===== src/rtl/core/lja_pkg.sv =====
// ----------------------------------------------------------------------------
// LCG jump-ahead package
// Widths, register indexes and the request type of the shared mod-mul unit.
// ----------------------------------------------------------------------------
package lja_pkg;

    // Field width of every register, input and result
    localparam int DATA_W = 63;

    // Configuration port index width and register indexes
    localparam int CFG_ADDR_W = 2;
    localparam logic [CFG_ADDR_W-1:0] CFG_MODULUS    = 2'd0;
    localparam logic [CFG_ADDR_W-1:0] CFG_MULTIPLIER = 2'd1;
    localparam logic [CFG_ADDR_W-1:0] CFG_INCREMENT  = 2'd2;
    localparam logic [CFG_ADDR_W-1:0] CFG_FINAL_DIV  = 2'd3;

    // Default number of step-count bits honored
    localparam int STEP_BITS_DEF = 63;

    // Operation of the shared unit
    typedef enum logic {
        MODE_MUL,   // a * b mod m
        MODE_MOD    // b mod m
    } t_unit_mode;

    // Request from the sequencer to the unit
    typedef struct packed {
        logic       go;         // start one operation
        t_unit_mode mode;
        logic       post_add;   // add c mod m after the product
    } t_unit_req;

endpackage


===== src/rtl/core/lcg_jump_ahead.sv =====
// ----------------------------------------------------------------------------
// LCG jump-ahead
// Operation: reduce seed, multiplier and increment, then square-and-multiply
//   the affine map over the bits of steps, apply it to the seed and, if
//   final_divisor != 0, reduce by it. Every operation runs through the
//   one bit-serial mod-mul unit at one operand bit per cycle.
// Throughput: one item at a time; o_busy is high from accept until the beat.
// Reset: synchronous, active low; registers return to m=1, a=0, c=0, div=1.
// ----------------------------------------------------------------------------
module lcg_jump_ahead #(
    parameter int STEP_BITS = lja_pkg::STEP_BITS_DEF
) (
    input  logic                           i_clk,
    input  logic                           i_rst_n,
    input  logic                           i_cfg_we,
    input  logic [lja_pkg::CFG_ADDR_W-1:0] i_cfg_addr,
    input  logic [lja_pkg::DATA_W-1:0]     i_cfg_data,
    input  logic                           i_start,
    input  logic [lja_pkg::DATA_W-1:0]     i_seed,
    input  logic [lja_pkg::DATA_W-1:0]     i_steps,
    output logic                           o_busy,
    output logic                           o_valid,
    output logic [lja_pkg::DATA_W-1:0]     o_value
);

    localparam int W   = lja_pkg::DATA_W;
    localparam int N_W = (STEP_BITS < W) ? STEP_BITS : W;

    typedef enum logic [3:0] {
        S_IDLE,
        S_RED_X,
        S_RED_P,
        S_RED_Q,
        S_LOOP,
        S_MUL_AQ,
        S_MUL_AP,
        S_MUL_Q,
        S_MUL_P,
        S_FIN,
        S_FIN_MOD
    } t_state;

    // Configuration registers
    logic [W-1:0] r_modulus;
    logic [W-1:0] r_multiplier;
    logic [W-1:0] r_increment;
    logic [W-1:0] r_final_div;

    // Sequencer state and working values
    t_state       r_state;
    logic         r_go;
    logic         r_valid;
    logic [W-1:0] r_value;
    logic [N_W-1:0] r_n;
    logic [W-1:0] r_x;
    logic [W-1:0] r_p;
    logic [W-1:0] r_q;
    logic [W-1:0] r_ap;
    logic [W-1:0] r_aq;

    logic [W-1:0]        m_eff;
    lja_pkg::t_unit_req  unit_req;
    logic [W-1:0]        opa;
    logic [W-1:0]        opb;
    logic [W-1:0]        opc;
    logic [W-1:0]        opm;
    logic                unit_done;
    logic [W-1:0]        unit_res;

    // Zero modulus acts as one
    assign m_eff = (r_modulus == '0) ? W'(1) : r_modulus;

    // Write configuration registers
    always_ff @(posedge i_clk) begin
        if (!i_rst_n) begin
            r_modulus    <= W'(1);
            r_multiplier <= '0;
            r_increment  <= '0;
            r_final_div  <= W'(1);
        end else if (i_cfg_we) begin
            case (i_cfg_addr)
                lja_pkg::CFG_MODULUS:    r_modulus    <= i_cfg_data;
                lja_pkg::CFG_MULTIPLIER: r_multiplier <= i_cfg_data;
                lja_pkg::CFG_INCREMENT:  r_increment  <= i_cfg_data;
                lja_pkg::CFG_FINAL_DIV:  r_final_div  <= i_cfg_data;
                default: ;
            endcase
        end
    end

    // Select operands for the shared unit by state
    always_comb begin
        unit_req.go       = r_go;
        unit_req.mode     = lja_pkg::MODE_MUL;
        unit_req.post_add = 1'b0;
        opa = r_ap;
        opb = r_x;
        opc = r_aq;
        opm = m_eff;
        case (r_state)
            S_RED_X: begin
                unit_req.mode = lja_pkg::MODE_MOD;
                opb = r_x;
            end
            S_RED_P: begin
                unit_req.mode = lja_pkg::MODE_MOD;
                opb = r_multiplier;
            end
            S_RED_Q: begin
                unit_req.mode = lja_pkg::MODE_MOD;
                opb = r_increment;
            end
            S_MUL_AQ: begin
                unit_req.post_add = 1'b1;
                opa = r_ap;
                opb = r_q;
                opc = r_aq;
            end
            S_MUL_AP: begin
                opa = r_ap;
                opb = r_p;
            end
            S_MUL_Q: begin
                unit_req.post_add = 1'b1;
                opa = r_p;
                opb = r_q;
                opc = r_q;
            end
            S_MUL_P: begin
                opa = r_p;
                opb = r_p;
            end
            S_FIN: begin
                unit_req.post_add = 1'b1;
                opa = r_ap;
                opb = r_x;
                opc = r_aq;
            end
            S_FIN_MOD: begin
                unit_req.mode = lja_pkg::MODE_MOD;
                opb = r_x;
                opm = r_final_div;
            end
            default: ;
        endcase
    end

    lja_modmul_unit u_unit (
        .i_clk    (i_clk),
        .i_rst_n  (i_rst_n),
        .i_req    (unit_req),
        .i_opa    (opa),
        .i_opb    (opb),
        .i_opc    (opc),
        .i_mod    (opm),
        .o_done   (unit_done),
        .o_result (unit_res)
    );

    // Sequence the square-and-multiply of the affine map
    always_ff @(posedge i_clk) begin
        if (!i_rst_n) begin
            r_state <= S_IDLE;
            r_go    <= 1'b0;
            r_valid <= 1'b0;
        end else begin
            r_go    <= 1'b0;
            r_valid <= 1'b0;
            case (r_state)
                S_IDLE: begin
                    if (i_start) begin
                        r_x     <= i_seed;
                        r_n     <= i_steps[N_W-1:0];
                        r_ap    <= (m_eff == W'(1)) ? '0 : W'(1);
                        r_aq    <= '0;
                        r_go    <= 1'b1;
                        r_state <= S_RED_X;
                    end
                end
                S_RED_X: begin
                    if (unit_done) begin
                        r_x     <= unit_res;
                        r_go    <= 1'b1;
                        r_state <= S_RED_P;
                    end
                end
                S_RED_P: begin
                    if (unit_done) begin
                        r_p     <= unit_res;
                        r_go    <= 1'b1;
                        r_state <= S_RED_Q;
                    end
                end
                S_RED_Q: begin
                    if (unit_done) begin
                        r_q     <= unit_res;
                        r_state <= S_LOOP;
                    end
                end
                S_LOOP: begin
                    r_go <= 1'b1;
                    if (r_n == '0) begin
                        r_state <= S_FIN;
                    end else if (r_n[0]) begin
                        r_state <= S_MUL_AQ;
                    end else begin
                        r_state <= S_MUL_Q;
                    end
                end
                S_MUL_AQ: begin
                    if (unit_done) begin
                        r_aq    <= unit_res;
                        r_go    <= 1'b1;
                        r_state <= S_MUL_AP;
                    end
                end
                S_MUL_AP: begin
                    if (unit_done) begin
                        r_ap    <= unit_res;
                        r_go    <= 1'b1;
                        r_state <= S_MUL_Q;
                    end
                end
                S_MUL_Q: begin
                    if (unit_done) begin
                        r_q     <= unit_res;
                        r_go    <= 1'b1;
                        r_state <= S_MUL_P;
                    end
                end
                S_MUL_P: begin
                    if (unit_done) begin
                        r_p     <= unit_res;
                        r_n     <= r_n >> 1;
                        r_state <= S_LOOP;
                    end
                end
                S_FIN: begin
                    if (unit_done) begin
                        if (r_final_div == '0) begin
                            r_value <= unit_res;
                            r_valid <= 1'b1;
                            r_state <= S_IDLE;
                        end else begin
                            r_x     <= unit_res;
                            r_go    <= 1'b1;
                            r_state <= S_FIN_MOD;
                        end
                    end
                end
                S_FIN_MOD: begin
                    if (unit_done) begin
                        r_value <= unit_res;
                        r_valid <= 1'b1;
                        r_state <= S_IDLE;
                    end
                end
                default: begin
                    r_state <= S_IDLE;
                end
            endcase
        end
    end

    assign o_busy  = (r_state != S_IDLE);
    assign o_valid = r_valid;
    assign o_value = r_value;

endmodule


===== src/rtl/core/lja_modmul_unit.sv =====
// ----------------------------------------------------------------------------
// LCG jump-ahead shared modular unit
// Bit-serial shift-add unit: one operand bit per cycle, MSB first. Computes
// a*b mod m (optionally plus c mod m) or b mod m for any 63-bit b.
// ----------------------------------------------------------------------------
module lja_modmul_unit (
    input  logic                       i_clk,
    input  logic                       i_rst_n,
    input  lja_pkg::t_unit_req         i_req,
    input  logic [lja_pkg::DATA_W-1:0] i_opa,
    input  logic [lja_pkg::DATA_W-1:0] i_opb,
    input  logic [lja_pkg::DATA_W-1:0] i_opc,
    input  logic [lja_pkg::DATA_W-1:0] i_mod,
    output logic                       o_done,
    output logic [lja_pkg::DATA_W-1:0] o_result
);

    localparam int W     = lja_pkg::DATA_W;
    localparam int CNT_W = $clog2(W);
    localparam logic [CNT_W-1:0] LAST = CNT_W'(W - 1);

    typedef enum logic [1:0] {
        U_IDLE,
        U_RUN,
        U_POST
    } t_ustate;

    typedef lja_pkg::t_unit_mode t_unit_mode_l;

    t_ustate            r_state;
    logic [CNT_W-1:0]   r_cnt;
    logic [W-1:0]       r_acc;
    logic [W-1:0]       r_b;
    t_unit_mode_l       r_mode;
    logic               r_post;
    logic               r_done;

    logic         post_phase;
    logic         b_bit;
    logic         add_on;
    logic [W:0]   mod_x;
    logic [W:0]   dbl;
    logic [W:0]   t_red;
    logic [W:0]   sum;
    logic [W:0]   s_red;
    logic [W-1:0] addend;
    logic [W-1:0] n_acc;

    // Double (not in post-add; mod shifts in a b bit), reduce, add, reduce
    always_comb begin
        post_phase = (r_state == U_POST);
        b_bit      = r_b[W-1];
        mod_x      = {1'b0, i_mod};
        if (post_phase) begin
            dbl = {1'b0, r_acc};
        end else begin
            dbl = {r_acc, (r_mode == lja_pkg::MODE_MOD) & b_bit};
        end
        t_red  = (dbl >= mod_x) ? dbl - mod_x : dbl;
        add_on = post_phase | ((r_mode == lja_pkg::MODE_MUL) & b_bit);
        addend = post_phase ? i_opc : i_opa;
        sum    = {1'b0, t_red[W-1:0]} + (add_on ? {1'b0, addend} : '0);
        s_red  = (sum >= mod_x) ? sum - mod_x : sum;
        n_acc  = s_red[W-1:0];
    end

    // Sequence the bits of b, then the optional post-add
    always_ff @(posedge i_clk) begin
        if (!i_rst_n) begin
            r_state <= U_IDLE;
            r_done  <= 1'b0;
            r_cnt   <= '0;
        end else begin
            r_done <= 1'b0;
            case (r_state)
                U_IDLE: begin
                    if (i_req.go) begin
                        r_acc   <= '0;
                        r_b     <= i_opb;
                        r_mode  <= i_req.mode;
                        r_post  <= i_req.post_add;
                        r_cnt   <= '0;
                        r_state <= U_RUN;
                    end
                end
                U_RUN: begin
                    r_acc <= n_acc;
                    r_b   <= {r_b[W-2:0], 1'b0};
                    r_cnt <= r_cnt + 1'b1;
                    if (r_cnt == LAST) begin
                        if (r_post) begin
                            r_state <= U_POST;
                        end else begin
                            r_state <= U_IDLE;
                            r_done  <= 1'b1;
                        end
                    end
                end
                U_POST: begin
                    r_acc   <= n_acc;
                    r_state <= U_IDLE;
                    r_done  <= 1'b1;
                end
                default: begin
                    r_state <= U_IDLE;
                end
            endcase
        end
    end

    assign o_done   = r_done;
    assign o_result = r_acc;

endmodule


===== config.mk =====
export PLATFORM = sky130hd
export DESIGN_NAME = lcg_jump_ahead
export DESIGN_NICKNAME = d
export VERILOG_FILES = /design/src/rtl/core/lja_pkg.sv /design/src/rtl/core/lcg_jump_ahead.sv /design/src/rtl/core/lja_modmul_unit.sv
export SDC_FILE = /design/constraint.sdc
export NUM_CORES = 2
export LEC_CHECK = 0
export ABC_CLOCK_PERIOD_IN_PS = 12100
export BUFFER_PORTS_ARGS = -buffer_cell sky130_fd_sc_hd__buf_2
export CORE_UTILIZATION = 51
export CTS_CLUSTER_SIZE = 30
export DETAILED_ROUTE_END_ITERATION = 7
export PLACE_DENSITY = 0.78
export SLEW_MARGIN = 10
export SYNTH_ARGS = -nofsm -noshare
export SYNTH_HDL_FRONTEND = slang
export SYNTH_SLANG_ARGS = --single-unit

===== constraint.sdc =====
create_clock -name i_clk -period 12.1 [get_ports i_clk]
set_input_delay 0.605 -clock i_clk [delete_from_list [all_inputs] [get_ports i_clk]]
set_output_delay 0.605 -clock i_clk [all_outputs]
set_load 0.05 [all_outputs]

==> metrics.txt <==
# TYPE chip_impl_metric gauge
chip_impl_metric{name="whs",unit="ns"} 0.157
chip_impl_metric{name="gpl.final_weighted_congestion",unit=""} 1.06
chip_impl_metric{name="cts.htree.levels",unit=""} 3
chip_impl_info{name="timing_worst_setup_path_type",value="register to register"} 1
chip_impl_info{name="gr-max-usage-layer",value="met2"} 1
chip_impl_info{name="worst_hold_path_type",value="input port to register"} 1
chip_impl_metric{name="ys_seq_elements",unit=""} 836
chip_impl_info{name="synth_top_cells_by_count",value="sky130_fd_sc_hd__nand2_1, sky130_fd_sc_hd__edfxtp_1, sky130_fd_sc_hd__o21ai_0"} 1
chip_impl_metric{name="grt_remaining_overflow",unit=""} 0
chip_impl_info{name="holdCritStartpoint",value="i_steps[29]"} 1
chip_impl_metric{name="floorplan.die.height",unit="µm"} 310
chip_impl_metric{name="detail_route.wirelength",unit="µm"} 171000
chip_impl_metric{name="finalSetupViolations",unit=""} 0
chip_impl_info{name="regToRegStartpoint",value="r_modulus[3]"} 1
chip_impl_metric{name="finalInstanceArea",unit="µm²"} 54000
chip_impl_info{name="clock_tree.root_cell",value="sky130_fd_sc_hd__clkbuf_16"} 1
chip_impl_metric{name="totalNegativeSetupSlack",unit="ns"} 0
chip_impl_metric{name="hold_buffers",unit=""} 0
chip_impl_metric{name="global_route.usage.met1",unit="%"} 48.3
chip_impl_metric{name="post-route-period-util",unit="%"} 97.4
chip_impl_metric{name="synth-async-reset-ratio",unit="%"} 0
chip_impl_metric{name="initial_antenna_violation_count",unit=""} 14
chip_impl_info{name="tritoncts",value="yes"} 1
chip_impl_metric{name="io_buffer_count",unit=""} 259
chip_impl_metric{name="die_area",unit="µm²"} 96100
chip_impl_metric{name="routed_wire_per_std_cell",unit="µm"} 26.1
chip_impl_metric{name="worst_ep_arrival_time",unit="ns"} 12.28
chip_impl_metric{name="number_of_warnings_issued_by_yosys",unit=""} 0
chip_impl_metric{name="post-dp-hpwl",unit="µm"} 122000
chip_impl_metric{name="instance_area_at_placement",unit="µm²"} 50800
chip_impl_metric{name="pin_count",unit=""} 260
chip_impl_metric{name="hold_viol",unit=""} 0
chip_impl_metric{name="timing.critical_path.fanout_max",unit=""} 30
chip_impl_metric{name="final-instance-count-excl-fill",unit=""} 6554
chip_impl_metric{name="drv.max_cap_violation_count",unit=""} 0
chip_impl_metric{name="clk_pin_slew_worst_paths",unit="ns"} 0.07
chip_impl_metric{name="global_route_wire_length_before_repair",unit="µm"} 249000
chip_impl_metric{name="layout-drive-gt1-share",unit="%"} 12.6
chip_impl_metric{name="cts_inserted_buffers",unit=""} 90
chip_impl_info{name="crit_path_start",value="r_modulus[3]"} 1
chip_impl_metric{name="synthesis.nets",unit=""} 5504
chip_impl_metric{name="std_cell_rows",unit=""} 112
chip_impl_metric{name="track_usage",unit="%"} 34.5
chip_impl_info{name="status",value="finished with violations"} 1
chip_impl_metric{name="post-synth-top-area-fraction",unit="%"} 35.3
chip_impl_metric{name="timing.reg2reg.setup_slack",unit="ns"} 0.32
chip_impl_metric{name="timing.final.ws_setup",unit="ns"} 0.318
chip_impl_metric{name="drc_marker_count_from_the_first_detailed_route_iteration",unit=""} 5784
chip_impl_metric{name="initial_core_utilization",unit="%"} 51.7
chip_impl_metric{name="synth.yosys.seq_area_share",unit="%"} 46.3
chip_impl_metric{name="post_synth_num_cell_types",unit=""} 88
chip_impl_metric{name="worst_path_largest_cell_delay",unit="ns"} 0.68
chip_impl_metric{name="powerDensity",unit="nW/µm²"} 191
chip_impl_metric{name="syn-mean-instance-area",unit="µm²"} 9.46
chip_impl_metric{name="number_of_global_route_vias_before_repair",unit=""} 39200
chip_impl_metric{name="utilization",unit="%"} 57.7
chip_impl_metric{name="design.final.nets",unit=""} 5610
chip_impl_metric{name="clock_latency",unit="ns"} 0.72
chip_impl_metric{name="leakage_power_total",unit="nW"} 19.7
chip_impl_metric{name="post_synth_inst_count",unit=""} 5114
chip_impl_metric{name="largest_net_degree_at_the_start_of_global_routing",unit=""} 97
chip_impl_metric{name="cts_num_sinks",unit=""} 836
chip_impl_metric{name="via_per_inst",unit=""} 6.34
chip_impl_metric{name="die_w",unit="µm"} 310
chip_impl_metric{name="vias",unit=""} 41500
chip_impl_metric{name="met3_resource_use_gr",unit="%"} 7.09
chip_impl_metric{name="max_freq",unit="MHz"} 84.9
chip_impl_info{name="capturing_element_type_of_the_critical_path",value="register"} 1
chip_impl_metric{name="timing.final.crit_period",unit="ns"} 11.78
chip_impl_metric{name="fin_skew",unit="ns"} 0.0561
chip_impl_metric{name="synth_edf_count",unit=""} 569
chip_impl_metric{name="timing.max_slew.rel_slack",unit="%"} 21.0
chip_impl_info{name="setup_repair_after_global_routing_missed_its_margin",value="false"} 1
chip_impl_info{name="ys_flop_type",value="sky130_fd_sc_hd__edfxtp_1"} 1
chip_impl_metric{name="worst_slew_pin_slew",unit="ns"} 1.19
chip_impl_metric{name="core-area",unit="µm²"} 93600
chip_impl_info{name="yosysTopAreaCell",value="sky130_fd_sc_hd__edfxtp_1"} 1
chip_impl_metric{name="ctsLongestPathBuffers",unit=""} 3
chip_impl_info{name="cp_slowest_cell",value="sky130_fd_sc_hd__nor4_1"} 1
chip_impl_metric{name="timing.critical_path.required",unit="ns"} 12.60
chip_impl_metric{name="maxSlewViolCount",unit=""} 0
chip_impl_metric{name="vdd_drop_max",unit="mV"} 0.141
chip_impl_metric{name="p_total",unit="mW"} 10.3
chip_impl_metric{name="drc_violation_count_after_routing",unit=""} 2
chip_impl_metric{name="ant_nets",unit=""} 0
chip_impl_metric{name="gr-usage-met2",unit="%"} 52.6
chip_impl_metric{name="area_growth_syn_to_layout",unit="%"} 11.6
chip_impl_info{name="main_area_contributors_after_synthesis",value="sky130_fd_sc_hd__edfxtp_1, sky130_fd_sc_hd__dfxtp_1, sky130_fd_sc_hd__nand2_1, sky130_fd_sc_hd__ha_1, sky130_fd_sc_hd__a21boi_0"} 1
chip_impl_info{name="crit_path_start_kind",value="register"} 1
chip_impl_metric{name="drt_pass1_iterations",unit=""} 8
chip_impl_info{name="synth.most_common_cell",value="sky130_fd_sc_hd__nand2_1"} 1
chip_impl_metric{name="synth_area",unit="µm²"} 48400
chip_impl_metric{name="place_worst_setup_slack",unit="ns"} 0.00780
chip_impl_info{name="failed_checks",value="design-rule violations"} 1
chip_impl_metric{name="inst_count_dp",unit=""} 6376
[layout by cell type, fill, tap and decap left out, types with 29 or more instances in the layout]
cell	netlist	final
sky130_fd_sc_hd__a211oi_1	30	29
sky130_fd_sc_hd__a21boi_0	264	262
sky130_fd_sc_hd__a21o_1	107	107
sky130_fd_sc_hd__a21oi_1	280	279
sky130_fd_sc_hd__a222oi_1	62	62
sky130_fd_sc_hd__and2_1	141	137
sky130_fd_sc_hd__buf_2	13	258
sky130_fd_sc_hd__buf_4	2	68
sky130_fd_sc_hd__clkbuf_16	0	90
sky130_fd_sc_hd__dfxtp_1	267	267
sky130_fd_sc_hd__edfxtp_1	569	569
sky130_fd_sc_hd__ha_1	192	190
sky130_fd_sc_hd__inv_1	86	85
sky130_fd_sc_hd__mux2_2	129	129
sky130_fd_sc_hd__mux2i_1	198	198
sky130_fd_sc_hd__nand2_1	1133	1131
sky130_fd_sc_hd__nand3_1	116	113
sky130_fd_sc_hd__nand4_1	63	63
sky130_fd_sc_hd__nor2_1	151	143
sky130_fd_sc_hd__nor3_1	39	36
sky130_fd_sc_hd__nor4_1	55	55
sky130_fd_sc_hd__o21ai_0	312	312
sky130_fd_sc_hd__o21bai_1	48	48
sky130_fd_sc_hd__o22ai_1	66	66
sky130_fd_sc_hd__xnor2_1	111	111
sky130_fd_sc_hd__xor2_1	77	77
[kinds of logic after synthesis]
group	Yosys count	share of synthesized area (%)
adders and majority gates	197	5.13
xor gates and xnor gates	188	3.40
muxes	329	7.17
and+or+nand+nor	1806	16.5
AOI/OAI and AO/OA	1350	18.3
buffers and inverters	408	3.23
DFF	836	46.3
[timing repair]
item	CTS	global route
pin swaps	0	3
buffers inserted	0	5
gates resized for setup	1	6
setup endpoints to repair	20	63
gates cloned	0	1
[flip-flops by register name, indices dropped and copies added, names as in the netlist, 63 cells and up]
signal	count
r_ap	63
u_unit.o_result	63
r_x	63
r_n	63
r_q	63
u_unit.r_b	63
r_final_div	63
r_aq	63
r_p	63
r_multiplier	63
r_modulus	63
o_value	63
r_increment	63
[worst paths after layout]
check / endpoint / cells after the start
max: u_unit.o_result[24] / 39
min reg2reg: r_multiplier[30] / 2
max reg2reg: u_unit.o_result[24] / 39
min: r_n[29] / 3
[final cells by class]
cell class / instances / area, µm²
antenna: 4 / 10.0
clock inverter: 48 / 662
inverter: 88 / 332
sequential: 836 / 22400
multi-input combinational: 3871 / 24600
clock buffer: 120 / 2440
timing repair buffer: 333 / 1940
fill: 8136 / 39600
tap: 1254 / 1570
[critical path, delay by kind of cell, from the launching register on]
kind            cells  cell delay [ns]
compound gates     19             4.52
simple gates       11             3.74
fa+ha+maj           4             1.44
buf+inv             4             1.18
flops               1             0.33
xor+xnor            1             0.31
[routing by layer]
metal  up-vias  share of wire [%]
met5         -              0.023
met4         4                3.8
met3       360                 11
met2      2414                 44
met1     20000                 41
li1      18800                  -
[power breakdown]
part / total [mW] / internal [mW] / switching, mW
sequential: 3.50 / 3.37 / 0.132
combinational: 3.92 / 1.35 / 2.57
clock: 2.88 / 1.64 / 1.24
total: 10.3 / 6.36 / 3.94
(Power assumes the default switching activity.)
